--- src/hdl/grid_dda_ray_cell_walk_core_macros.svh ---
// Assertion helpers for the grid ray walk core.
// All checks are clocked on clk_i and disabled while rst_ni is low.
`ifndef GRID_DDA_RAY_CELL_WALK_CORE_MACROS_SVH
`define GRID_DDA_RAY_CELL_WALK_CORE_MACROS_SVH

// Condition must hold at every edge.
`define GDW_ASSERT(label, cond, msg) \
  label: assert property (@(posedge clk_i) disable iff (!rst_ni) (cond)) else $error(msg);

// When trig holds, cond must hold at the next edge.
`define GDW_ASSERT_NEXT(label, trig, cond, msg) \
  label: assert property (@(posedge clk_i) disable iff (!rst_ni) \
    (trig) |=> (cond)) else $error(msg);

`endif

--- src/hdl/gdw_pkg.sv ---
// ----------------------------------------------------------------------------
// gdw_pkg
// Shared types and constants of the grid ray walk core.
// ----------------------------------------------------------------------------
package gdw_pkg;

  localparam int GridRowsDef = 32;
  localparam int GridColsDef = 32;
  localparam int MaxOut      = 63;

  // configuration register indexes
  localparam logic [2:0] CfgCellWidth = 3'd0;
  localparam logic [2:0] CfgCellDepth = 3'd1;
  localparam logic [2:0] CfgOriginX   = 3'd2;
  localparam logic [2:0] CfgOriginZ   = 3'd3;

  // classified ray handed from front to back
  typedef struct packed {
    logic        miss;
    logic [4:0]  row;
    logic [4:0]  col;
    logic [30:0] dist_x;
    logic [30:0] dist_z;
    logic [15:0] adx;
    logic [15:0] adz;
    logic        neg_x;
    logic        neg_z;
    logic [4:0]  min_c;
    logic [4:0]  min_r;
    logic [4:0]  max_c;
    logic [4:0]  max_r;
  } job_t;

  // one result item
  typedef struct packed {
    logic [4:0] row;
    logic [4:0] col;
    logic       valid;
    logic       last;
  } res_t;

endpackage

--- src/hdl/grid_dda_ray_cell_walk_core.sv ---
// ----------------------------------------------------------------------------
// grid_dda_ray_cell_walk_core
// 2D uniform-grid ray walk: emits the cells a ray crosses inside a window, at most 63 per ray.
// ----------------------------------------------------------------------------
// channel | direction | handshake                 | payload
// ray     | in        | push / full               | origin, direction, window
// cell    | out       | pop / empty               | row, col, valid, last
// config  | in        | cfg_valid_i / cfg_ready_o | cfg_index_i, cfg_data_i
//
// The front takes one ray at a time: it accepts the ray, runs the two
// bit-serial dividers (32 steps and a done check), then hands the job off.
// The back pops a job, forms four products on a shared multiplier, then
// emits one cell per cycle while the result queue has room.
// Reset clears all control state and loads cell sizes 1.0 and origin 0.
// A full result queue stalls the walk; a full job queue stalls the front.
// ----------------------------------------------------------------------------
module grid_dda_ray_cell_walk_core #(
  parameter int GRID_ROWS = gdw_pkg::GridRowsDef,
  parameter int GRID_COLS = gdw_pkg::GridColsDef
) (
  input  logic               clk_i,
  input  logic               rst_ni,
  input  logic               push,
  output logic               full,
  input  logic signed [31:0] ray_origin_x_i,
  input  logic signed [31:0] ray_origin_z_i,
  input  logic signed [15:0] ray_dir_x_i,
  input  logic signed [15:0] ray_dir_z_i,
  input  logic [4:0]         min_col_i,
  input  logic [4:0]         min_row_i,
  input  logic [4:0]         max_col_i,
  input  logic [4:0]         max_row_i,
  output logic               empty,
  input  logic               pop,
  output logic [4:0]         cell_row_o,
  output logic [4:0]         cell_col_o,
  output logic               cell_valid_o,
  output logic               last_o,
  input  logic               cfg_valid_i,
  output logic               cfg_ready_o,
  input  logic [2:0]         cfg_index_i,
  input  logic [31:0]        cfg_data_i
);
  import gdw_pkg::*;

  logic [30:0]        cw_q, cd_q, cs_x, cs_z;
  logic signed [31:0] gox_q, goz_q;
  logic               cfg_we;

  job_t job_in, job_out;
  logic job_push, job_full, job_pop, job_empty;
  res_t res_in, res_out;
  logic res_push, res_full;

  // configuration registers
  assign cfg_ready_o = 1'b1;
  assign cfg_we      = cfg_valid_i && cfg_ready_o;

  always_ff @(posedge clk_i or negedge rst_ni) begin
    if (!rst_ni) begin
      cw_q  <= 31'd65536;
      cd_q  <= 31'd65536;
      gox_q <= '0;
      goz_q <= '0;
    end else if (cfg_we) begin
      unique case (cfg_index_i)
        CfgCellWidth: cw_q  <= cfg_data_i[30:0];
        CfgCellDepth: cd_q  <= cfg_data_i[30:0];
        CfgOriginX:   gox_q <= cfg_data_i;
        CfgOriginZ:   goz_q <= cfg_data_i;
        default:      ;
      endcase
    end
  end

  // a zero cell size acts as one raw unit
  assign cs_x = (cw_q == '0) ? 31'd1 : cw_q;
  assign cs_z = (cd_q == '0) ? 31'd1 : cd_q;

  gdw_front #(.GridRows(GRID_ROWS), .GridCols(GRID_COLS)) u_front (
    .clk_i, .rst_ni,
    .push_i(push), .full_o(full),
    .ray_origin_x_i, .ray_origin_z_i, .ray_dir_x_i, .ray_dir_z_i,
    .min_col_i, .min_row_i, .max_col_i, .max_row_i,
    .cs_x_i(cs_x), .cs_z_i(cs_z), .org_x_i(gox_q), .org_z_i(goz_q),
    .job_push_o(job_push), .job_o(job_in), .job_full_i(job_full)
  );

  gdw_fifo #(.Width($bits(job_t)), .Depth(2)) u_job_q (
    .clk_i, .rst_ni,
    .push_i(job_push), .data_i(job_in), .full_o(job_full),
    .pop_i(job_pop), .data_o(job_out), .empty_o(job_empty)
  );

  gdw_back u_back (
    .clk_i, .rst_ni, .cs_x_i(cs_x), .cs_z_i(cs_z),
    .job_empty_i(job_empty), .job_i(job_out), .job_pop_o(job_pop),
    .res_push_o(res_push), .res_o(res_in), .res_full_i(res_full)
  );

  gdw_fifo #(.Width($bits(res_t)), .Depth(2)) u_res_q (
    .clk_i, .rst_ni,
    .push_i(res_push), .data_i(res_in), .full_o(res_full),
    .pop_i(pop), .data_o(res_out), .empty_o(empty)
  );

  assign cell_row_o   = res_out.row;
  assign cell_col_o   = res_out.col;
  assign cell_valid_o = res_out.valid;
  assign last_o       = res_out.last;
endmodule

--- src/hdl/gdw_fifo.sv ---
// ----------------------------------------------------------------------------
// gdw_fifo
// Small register queue, head shown while not empty.
// ----------------------------------------------------------------------------
module gdw_fifo #(
  parameter int Width = 8,
  parameter int Depth = 2
) (
  input  logic             clk_i,
  input  logic             rst_ni,
  input  logic             push_i,
  input  logic [Width-1:0] data_i,
  output logic             full_o,
  input  logic             pop_i,
  output logic [Width-1:0] data_o,
  output logic             empty_o
);
  localparam int PtrW = (Depth > 1) ? $clog2(Depth) : 1;
  localparam int CntW = $clog2(Depth + 1);

  logic [Width-1:0] mem_q [Depth];
  logic [PtrW-1:0]  wr_q, rd_q;
  logic [CntW-1:0]  cnt_q;
  logic             do_push, do_pop;

  assign full_o  = (cnt_q == CntW'(Depth));
  assign empty_o = (cnt_q == '0);
  assign do_push = push_i && !full_o;
  assign do_pop  = pop_i && !empty_o;
  assign data_o  = mem_q[rd_q];

  // storage
  always_ff @(posedge clk_i) begin
    if (do_push) begin
      mem_q[wr_q] <= data_i;
    end
  end

  // pointers and fill count
  always_ff @(posedge clk_i or negedge rst_ni) begin
    if (!rst_ni) begin
      wr_q  <= '0;
      rd_q  <= '0;
      cnt_q <= '0;
    end else begin
      if (do_push) begin
        wr_q <= (wr_q == PtrW'(Depth - 1)) ? '0 : wr_q + 1'b1;
      end
      if (do_pop) begin
        rd_q <= (rd_q == PtrW'(Depth - 1)) ? '0 : rd_q + 1'b1;
      end
      if (do_push && !do_pop) begin
        cnt_q <= cnt_q + 1'b1;
      end else if (!do_push && do_pop) begin
        cnt_q <= cnt_q - 1'b1;
      end
    end
  end
endmodule

--- src/hdl/gdw_div.sv ---
// ----------------------------------------------------------------------------
// gdw_div
// Restoring divider, 32-bit dividend by 31-bit divisor, one bit per cycle.
// ----------------------------------------------------------------------------
module gdw_div (
  input  logic        clk_i,
  input  logic        rst_ni,
  input  logic        start_i,
  input  logic [31:0] dividend_i,
  input  logic [30:0] divisor_i,
  output logic        done_o,
  output logic [31:0] quot_o,
  output logic [30:0] rem_o
);
  logic        busy_q;
  logic [4:0]  cnt_q;
  logic [30:0] acc_q, acc_d;
  logic [31:0] qd_q, qd_d;
  logic [31:0] trial;
  logic        ge;

  // one shift-subtract step
  always_comb begin
    trial = {acc_q, qd_q[31]};
    ge    = (trial >= {1'b0, divisor_i});
    acc_d = ge ? 31'(trial - {1'b0, divisor_i}) : trial[30:0];
    qd_d  = {qd_q[30:0], ge};
  end

  always_ff @(posedge clk_i or negedge rst_ni) begin
    if (!rst_ni) begin
      busy_q <= 1'b0;
      cnt_q  <= '0;
    end else if (start_i) begin
      busy_q <= 1'b1;
      cnt_q  <= 5'd31;
    end else if (busy_q) begin
      cnt_q <= cnt_q - 1'b1;
      if (cnt_q == '0) begin
        busy_q <= 1'b0;
      end
    end
  end

  always_ff @(posedge clk_i) begin
    if (start_i) begin
      acc_q <= '0;
      qd_q  <= dividend_i;
    end else if (busy_q) begin
      acc_q <= acc_d;
      qd_q  <= qd_d;
    end
  end

  assign done_o = !busy_q;
  assign quot_o = qd_q;
  assign rem_o  = acc_q;
endmodule

--- src/hdl/gdw_front.sv ---
// ----------------------------------------------------------------------------
// gdw_front
// Takes a ray, finds its start cell and boundary distances, classifies it.
// ----------------------------------------------------------------------------
module gdw_front #(
  parameter int GridRows = 32,
  parameter int GridCols = 32
) (
  input  logic               clk_i,
  input  logic               rst_ni,
  input  logic               push_i,
  output logic               full_o,
  input  logic signed [31:0] ray_origin_x_i,
  input  logic signed [31:0] ray_origin_z_i,
  input  logic signed [15:0] ray_dir_x_i,
  input  logic signed [15:0] ray_dir_z_i,
  input  logic [4:0]         min_col_i,
  input  logic [4:0]         min_row_i,
  input  logic [4:0]         max_col_i,
  input  logic [4:0]         max_row_i,
  input  logic [30:0]        cs_x_i,
  input  logic [30:0]        cs_z_i,
  input  logic signed [31:0] org_x_i,
  input  logic signed [31:0] org_z_i,
  output logic               job_push_o,
  output gdw_pkg::job_t      job_o,
  input  logic               job_full_i
);
  import gdw_pkg::*;

  localparam logic [1:0] StIdle = 2'd0;
  localparam logic [1:0] StDiv  = 2'd1;
  localparam logic [1:0] StPush = 2'd2;

  localparam logic [4:0] ColTop = 5'(GridCols - 1);
  localparam logic [4:0] RowTop = 5'(GridRows - 1);

  logic [1:0] st_q, st_d;
  logic       accept;

  logic signed [32:0] ox, oz;
  logic [31:0]        abs_x, abs_z;
  logic               sox_q, soz_q;
  logic [15:0]        dx_q, dz_q;
  logic [4:0]         min_c_q, min_r_q, max_c_q, max_r_q;

  logic        dvx_done, dvz_done;
  logic [31:0] qx, qz;
  logic [30:0] rx, rz;

  logic signed [32:0] col_s, row_s;
  logic [30:0]        rpx, rpz;
  logic               in_win;

  assign accept = push_i && !full_o;
  assign full_o = (st_q != StIdle);

  // offsets from grid origin, magnitudes for the dividers
  always_comb begin
    ox    = 33'(ray_origin_x_i) - 33'(org_x_i);
    oz    = 33'(ray_origin_z_i) - 33'(org_z_i);
    abs_x = ox[32] ? 32'(-ox) : ox[31:0];
    abs_z = oz[32] ? 32'(-oz) : oz[31:0];
  end

  gdw_div u_div_x (
    .clk_i, .rst_ni, .start_i(accept), .dividend_i(abs_x), .divisor_i(cs_x_i),
    .done_o(dvx_done), .quot_o(qx), .rem_o(rx)
  );
  gdw_div u_div_z (
    .clk_i, .rst_ni, .start_i(accept), .dividend_i(abs_z), .divisor_i(cs_z_i),
    .done_o(dvz_done), .quot_o(qz), .rem_o(rz)
  );

  // ray fields held for the classify step
  always_ff @(posedge clk_i) begin
    if (accept) begin
      sox_q   <= ox[32];
      soz_q   <= oz[32];
      dx_q    <= ray_dir_x_i;
      dz_q    <= ray_dir_z_i;
      min_c_q <= min_col_i;
      min_r_q <= min_row_i;
      max_c_q <= (max_col_i > ColTop) ? ColTop : max_col_i;
      max_r_q <= (max_row_i > RowTop) ? RowTop : max_row_i;
    end
  end

  // signed start cell, boundary distance along travel, window check
  always_comb begin
    col_s  = sox_q ? -$signed({1'b0, qx}) : $signed({1'b0, qx});
    row_s  = soz_q ? -$signed({1'b0, qz}) : $signed({1'b0, qz});
    rpx    = (sox_q && rx != '0) ? 31'(cs_x_i - rx) : rx;
    rpz    = (soz_q && rz != '0) ? 31'(cs_z_i - rz) : rz;
    in_win = (col_s >= $signed({28'd0, min_c_q})) && (col_s <= $signed({28'd0, max_c_q}))
          && (row_s >= $signed({28'd0, min_r_q})) && (row_s <= $signed({28'd0, max_r_q}));
    job_o        = '0;
    job_o.miss   = !in_win;
    job_o.col    = col_s[4:0];
    job_o.row    = row_s[4:0];
    job_o.dist_x = dx_q[15] ? rpx : 31'(cs_x_i - rpx);
    job_o.dist_z = dz_q[15] ? rpz : 31'(cs_z_i - rpz);
    job_o.adx    = dx_q[15] ? 16'(-dx_q) : dx_q;
    job_o.adz    = dz_q[15] ? 16'(-dz_q) : dz_q;
    job_o.neg_x  = dx_q[15];
    job_o.neg_z  = dz_q[15];
    job_o.min_c  = min_c_q;
    job_o.min_r  = min_r_q;
    job_o.max_c  = max_c_q;
    job_o.max_r  = max_r_q;
  end

  assign job_push_o = (st_q == StPush) && !job_full_i;

  // sequencer
  always_comb begin
    st_d = st_q;
    unique case (st_q)
      StIdle:  if (accept) st_d = StDiv;
      StDiv:   if (dvx_done && dvz_done) st_d = StPush;
      StPush:  if (!job_full_i) st_d = StIdle;
      default: st_d = StIdle;
    endcase
  end

  always_ff @(posedge clk_i or negedge rst_ni) begin
    if (!rst_ni) begin
      st_q <= StIdle;
    end else begin
      st_q <= st_d;
    end
  end
endmodule

--- src/hdl/gdw_back.sv ---
// ----------------------------------------------------------------------------
// gdw_back
// Walks the grid for one classified ray, one cell per cycle while not stalled.
// ----------------------------------------------------------------------------
`include "grid_dda_ray_cell_walk_core_macros.svh"
module gdw_back (
  input  logic          clk_i,
  input  logic          rst_ni,
  input  logic [30:0]   cs_x_i,
  input  logic [30:0]   cs_z_i,
  input  logic          job_empty_i,
  input  gdw_pkg::job_t job_i,
  output logic          job_pop_o,
  output logic          res_push_o,
  output gdw_pkg::res_t res_o,
  input  logic          res_full_i
);
  import gdw_pkg::*;

  localparam logic [1:0] StIdle = 2'd0;
  localparam logic [1:0] StMiss = 2'd1;
  localparam logic [1:0] StMul  = 2'd2;
  localparam logic [1:0] StWalk = 2'd3;

  logic [1:0]  st_q, st_d;
  logic [1:0]  mstep_q;
  job_t        job_q;
  logic [4:0]  row_q, col_q;
  logic [5:0]  cnt_q;
  logic [52:0] px_q, pz_q, kx_q, kz_q;

  logic [30:0] mul_a;
  logic [15:0] mul_b;
  logic [46:0] prod;

  logic              step_col, leave, last;
  logic signed [6:0] nc, nr;
  logic              in_win;

  assign job_pop_o = (st_q == StIdle) && !job_empty_i;

  // shared multiplier for the scaled crossing terms
  always_comb begin
    unique case (mstep_q)
      2'd0:    begin mul_a = job_q.dist_x; mul_b = job_q.adz; end
      2'd1:    begin mul_a = cs_x_i;       mul_b = job_q.adz; end
      2'd2:    begin mul_a = job_q.dist_z; mul_b = job_q.adx; end
      default: begin mul_a = cs_z_i;       mul_b = job_q.adx; end
    endcase
    prod = 47'(mul_a) * 47'(mul_b);
  end

  // step choice; ties and a zero x direction step the row
  always_comb begin
    step_col = (job_q.adx != '0) && ((job_q.adz == '0) || (px_q < pz_q));
    nc = $signed({2'b00, col_q}) + (job_q.neg_x ? -7'sd1 : 7'sd1);
    nr = $signed({2'b00, row_q}) + (job_q.neg_z ? -7'sd1 : 7'sd1);
    if (step_col) begin
      leave = (nc < $signed({2'b00, job_q.min_c})) || (nc > $signed({2'b00, job_q.max_c}));
    end else begin
      leave = (nr < $signed({2'b00, job_q.min_r})) || (nr > $signed({2'b00, job_q.max_r}));
    end
    last = leave || (cnt_q == 6'(MaxOut - 1));
  end

  // walk position inside the job window
  assign in_win = (col_q >= job_q.min_c) && (col_q <= job_q.max_c)
               && (row_q >= job_q.min_r) && (row_q <= job_q.max_r);

  // result item
  always_comb begin
    res_push_o = 1'b0;
    res_o      = '0;
    if (st_q == StMiss) begin
      res_push_o = !res_full_i;
      res_o.last = 1'b1;
    end else if (st_q == StWalk) begin
      res_push_o  = !res_full_i;
      res_o.row   = row_q;
      res_o.col   = col_q;
      res_o.valid = 1'b1;
      res_o.last  = last;
    end
  end

  // datapath
  always_ff @(posedge clk_i) begin
    if (job_pop_o) begin
      job_q <= job_i;
      row_q <= job_i.row;
      col_q <= job_i.col;
    end else if (st_q == StMul) begin
      unique case (mstep_q)
        2'd0:    px_q <= 53'(prod);
        2'd1:    kx_q <= 53'(prod);
        2'd2:    pz_q <= 53'(prod);
        default: kz_q <= 53'(prod);
      endcase
    end else if (st_q == StWalk && !res_full_i) begin
      if (step_col) begin
        px_q  <= px_q + kx_q;
        col_q <= nc[4:0];
      end else begin
        pz_q  <= pz_q + kz_q;
        row_q <= nr[4:0];
      end
    end
  end

  // sequencer
  always_comb begin
    st_d = st_q;
    unique case (st_q)
      StIdle:  if (!job_empty_i) st_d = job_i.miss ? StMiss : StMul;
      StMiss:  if (!res_full_i) st_d = StIdle;
      StMul:   if (mstep_q == 2'd3) st_d = StWalk;
      StWalk:  if (!res_full_i && last) st_d = StIdle;
      default: st_d = StIdle;
    endcase
  end

  always_ff @(posedge clk_i or negedge rst_ni) begin
    if (!rst_ni) begin
      st_q    <= StIdle;
      mstep_q <= '0;
      cnt_q   <= '0;
    end else begin
      st_q <= st_d;
      if (st_q == StMul) begin
        mstep_q <= mstep_q + 1'b1;
      end else begin
        mstep_q <= '0;
      end
      if (st_q == StIdle) begin
        cnt_q <= '0;
      end else if (st_q == StWalk && !res_full_i) begin
        cnt_q <= cnt_q + 1'b1;
      end
    end
  end

  `GDW_ASSERT(a_walk_in_window, (st_q != StWalk) || in_win, "walk left window")
  `GDW_ASSERT(a_cnt_cap, (st_q != StWalk) || (cnt_q < 6'(MaxOut)), "result cap exceeded")
  `GDW_ASSERT_NEXT(a_last_ends, res_push_o && res_o.last, st_q == StIdle, "ray not closed after last")
endmodule

--- config.mk ---
export PLATFORM = sky130hd
export DESIGN_NAME = grid_dda_ray_cell_walk_core
export DESIGN_NICKNAME = d
export VERILOG_FILES = /design/src/hdl/gdw_pkg.sv /design/src/hdl/grid_dda_ray_cell_walk_core.sv /design/src/hdl/gdw_fifo.sv /design/src/hdl/gdw_div.sv /design/src/hdl/gdw_front.sv /design/src/hdl/gdw_back.sv
export VERILOG_INCLUDE_DIRS = /design/src /design/src/hdl
export SDC_FILE = /design/constraint.sdc
export NUM_CORES = 2
export LEC_CHECK = 0
export BUFFER_PORTS_ARGS = -buffer_cell sky130_fd_sc_hd__buf_2
export CORE_ASPECT_RATIO = 1.75
export CORE_MARGIN = 2
export CORE_UTILIZATION = 40
export CTS_CLUSTER_SIZE = 10
export DETAILED_ROUTE_END_ITERATION = 8
export MAX_ROUTING_LAYER = met4
export PLACE_DENSITY_LB_ADDON = 0.12
export SYNTH_ARGS = -nofsm -noshare
export SYNTH_HDL_FRONTEND = slang
export SYNTH_HIERARCHICAL = 1
export SYNTH_SLANG_ARGS = --single-unit
--- constraint.sdc ---
create_clock -name clk_i -period 9.5 [get_ports clk_i]
set_input_delay 0.95 -clock clk_i [delete_from_list [all_inputs] [get_ports clk_i]]
set_output_delay 0.95 -clock clk_i [all_outputs]
set_load 0.01 [all_outputs]
==> flow_summary.yaml <==
layout:
  nets: 9134
  fillerInstances: 18700
  area_growth_pct: 9.341
  fin_util_pct: 44.02
  drive_gt1_share_pct: 11.78
grt:
  track_usage_pct: 26.45
  grt_max_degree: 83
  grt_pass1_vias: 62180
  antenna_found_initial: 30
  grt_pass1_wl_mm: 380.1
  grt_overflow: 0
cts:
  postCtsSetupBuffers: 0
  cts_tree: "built"
  cts_buffer_depth: 3
  h-tree-depth: 3
  cts_buffers: 109
  ctsHoldBuffers: 0
  cts.sinks: 942
  clk_pin_slew_worst_paths_ns: 0.07
  clock_latency_ns: 0.78
  cts_resized: 0
  clockRootBuffer: "clkbuf_16"
worst_setup_path:
  path_delay_family: "compound AO/OA/AOI/OAI gates"
  crit_arrival_ns: 9.56
  end_kind: "flop"
  crit_buf_inv: 4
  crit_fanout: 16
  critPathKind: "reg -> reg"
  cpPeakStageDelay_ns: 0.68
  cp_slowest_cell: "o21bai_1"
  worstSetupStartpointType: "flop"
  cp.required_ns: 9.95
  cp_common_cell: "fa_1"
synthesis:
  synth_cell_types: 122
  synth_edf_count: 722
  yosysSeqAreaShare_pct: 34.70
  synth.area.top_cells: "edfxtp_1, fa_1, ha_1"
  ys_top_cells_by_count: "inv_1, nand2_1, edfxtp_1"
  synth_top_area_share_pct: 27.99
  netlist_area_um2: 77460
  synth_area_leader_cell: "edfxtp_1"
  synth_cells: 7923
  async_reset_ff_share_pct: 16.77
  synthMostInstantiatedCell: "inv_1"
  syn-num-nets: 9037
  synth_warnings: 6
  ys_seq_elements: 942
  syn_avg_cell_area_um2: 9.777
  ys.flop_type: "edfxtp_1"
floorplan:
  die_width_um: 336.7
  io_pins: 171
  die_h_um: 586.2
  initial_utilization_pct: 40.26
  die_area_um2: 197300
  rows: 213
  core_um2: 192400
routing:
  wl_per_cell_um: 23.85
  drc: 0
  vias: 59320
  drt.antenna.violating_nets: 0
  via_per_inst: 5.544
  drt_pass1_iterations: 5
  drtIter0Drc: 3293
  routed_wl_mm: 255.2
timing:
  worst_slew_pin_slew_ns: 1.193
  grt_setup_unrepaired: "no"
  max_slew_margin_pct: 18.19
  skew_ns: 0.07931
  final-max-slew-violation-count: 0
  setup-tns-final_ns: 0
  fin_crit_ns: 9.109
  clock.fmax_ghz: 0.1098
  timing.final.crit_share_pct: 95.89
  setup_viol: 0
  hold_viol_final: 0
place:
  gp_congestion: 0.9265
  hpwl_mm: 202.0
  io_buffers: 169
run_status:
  status: "completed"
hold_path:
  worstHoldPathType: "in -> async"
run:
  cap_violations: 0
==> path summary, 6_finish.rpt <==
kind | from | end | slack, ns | depth (start not counted)
worst min register to register | u_front/max_c_q[2]$_SDFFCE_PN1P_ | u_job_q/mem_q[0][7]$_DFFE_PP_ | 0.48 | 0
max in group asynchronous | rst_ni | u_job_q/rd_q$_DFFE_PN0P_ | 7.21 | 3
min in group clk_i | min_col_i[1] | u_front/min_c_q[1]$_DFFE_PP_ | 0.34 | 1
worst max-delay path | cw_q[3]$_DFFE_PN0P_ | u_back/px_q[34]$_DFFE_PP_ | 0.39 | 28
worst min-delay path | rst_ni | goz_q[30]$_DFFE_PN0P_ | 0.16 | 1
worst max register to register | cw_q[3]$_DFFE_PN0P_ | u_back/px_q[34]$_DFFE_PP_ | 0.39 | 28
==> stage by stage <==
step / hold slack (ns) / area, um^2 / worst slack [ns] / instances
floorplan: 0.4450 / 77460 / 1.376 / 7923
global placement: 0.4598 / 81320 / 0.5066 / 10490
detailed placement: 0.4664 / 81320 / 0.4340 / 10490
CTS: 0.1274 / 84630 / 0.3916 / 10670
global route: 0.1875 / 84700 / 0.04607 / 10700
finish: 0.1619 / 84700 / 0.3907 / 10700
==> placed cells by master, fill, tap and decap left out, drive strengths merged, types with 34 or more instances in the layout <==
cell	synthesis	routed
nand2	787	787
o31ai	44	44
xor2	166	166
nor4	60	60
a21o	214	214
nand4	79	79
a211oi	47	47
nor2b	54	54
mux2	386	386
inv	893	895
ha	542	542
mux2i	56	56
a21oi	474	474
nand3	92	92
and3	60	60
dfxtp	62	62
or3	53	53
edfxtp	722	722
nor3	118	118
o21bai	63	63
buf	62	327
clkbuf	279	167
o21a	52	52
nand2b	95	95
fa	416	416
and2	56	56
o211ai	42	42
nor2	592	592
dfrtp	156	156
o21ai	353	353
xnor2	303	303
a22oi	34	34
a311oi	37	37
a31oi	63	63
==> final cells by class <==
class | instances | area (um^2) | share of cell area (%)
multi-input cells | 5745 | 45810 | 54.08
repair buffers | 327 | 2038 | 2.406
inverters | 895 | 3364 | 3.972
clock buffers | 167 | 3007 | 3.550
well taps | 2580 | 3228 | 3.811
flip-flops and latches | 942 | 26880 | 31.74
clock inverters | 16 | 299.0 | 0.3531
diodes | 29 | 72.57 | 0.08568
==> cells by family (layout without fill, tap and decap cells) <==
group                      after synthesis  after routing  share of synthesized area, %
AOI/OAI and AO/OA                     1682           1682                         14.26
muxes                                  442            442                         6.524
other                                    1             30                      0.004841
buffers and inverters                 1236           1405                         6.336
adders and majority gates              983            983                         19.83
and+or+nand+nor                       2167           2167                         13.01
xor gates and xnor gates               470            470                         5.332
DFF                                    942            942                         34.70
==> flip-flops by register name, indices dropped and copies added (netlist names), 32 cells and up <==
name,count
u_front/u_div_x/quot_o,32
u_front/u_div_z/quot_o,32
u_back/job_q,116
u_back/px_q,53
u_back/pz_q,53
goz_q,32
gox_q,32
u_job_q/mem_q,254
u_back/kz_q,47
u_back/kx_q,47
==> routing by layer <==
| metal | track usage [%] | wire [um] |
|---|---|---|
| met1 | 25.37 | 89330 |
| met2 | 50.02 | 138600 |
| met4 | 17.13 | 19560 |
| met3 | 2.475 | 7692 |
| met5 | - | 0 |
Power is not shown: default switching activity piles up to over one toggle a cycle in this logic, so the estimate is an artifact.
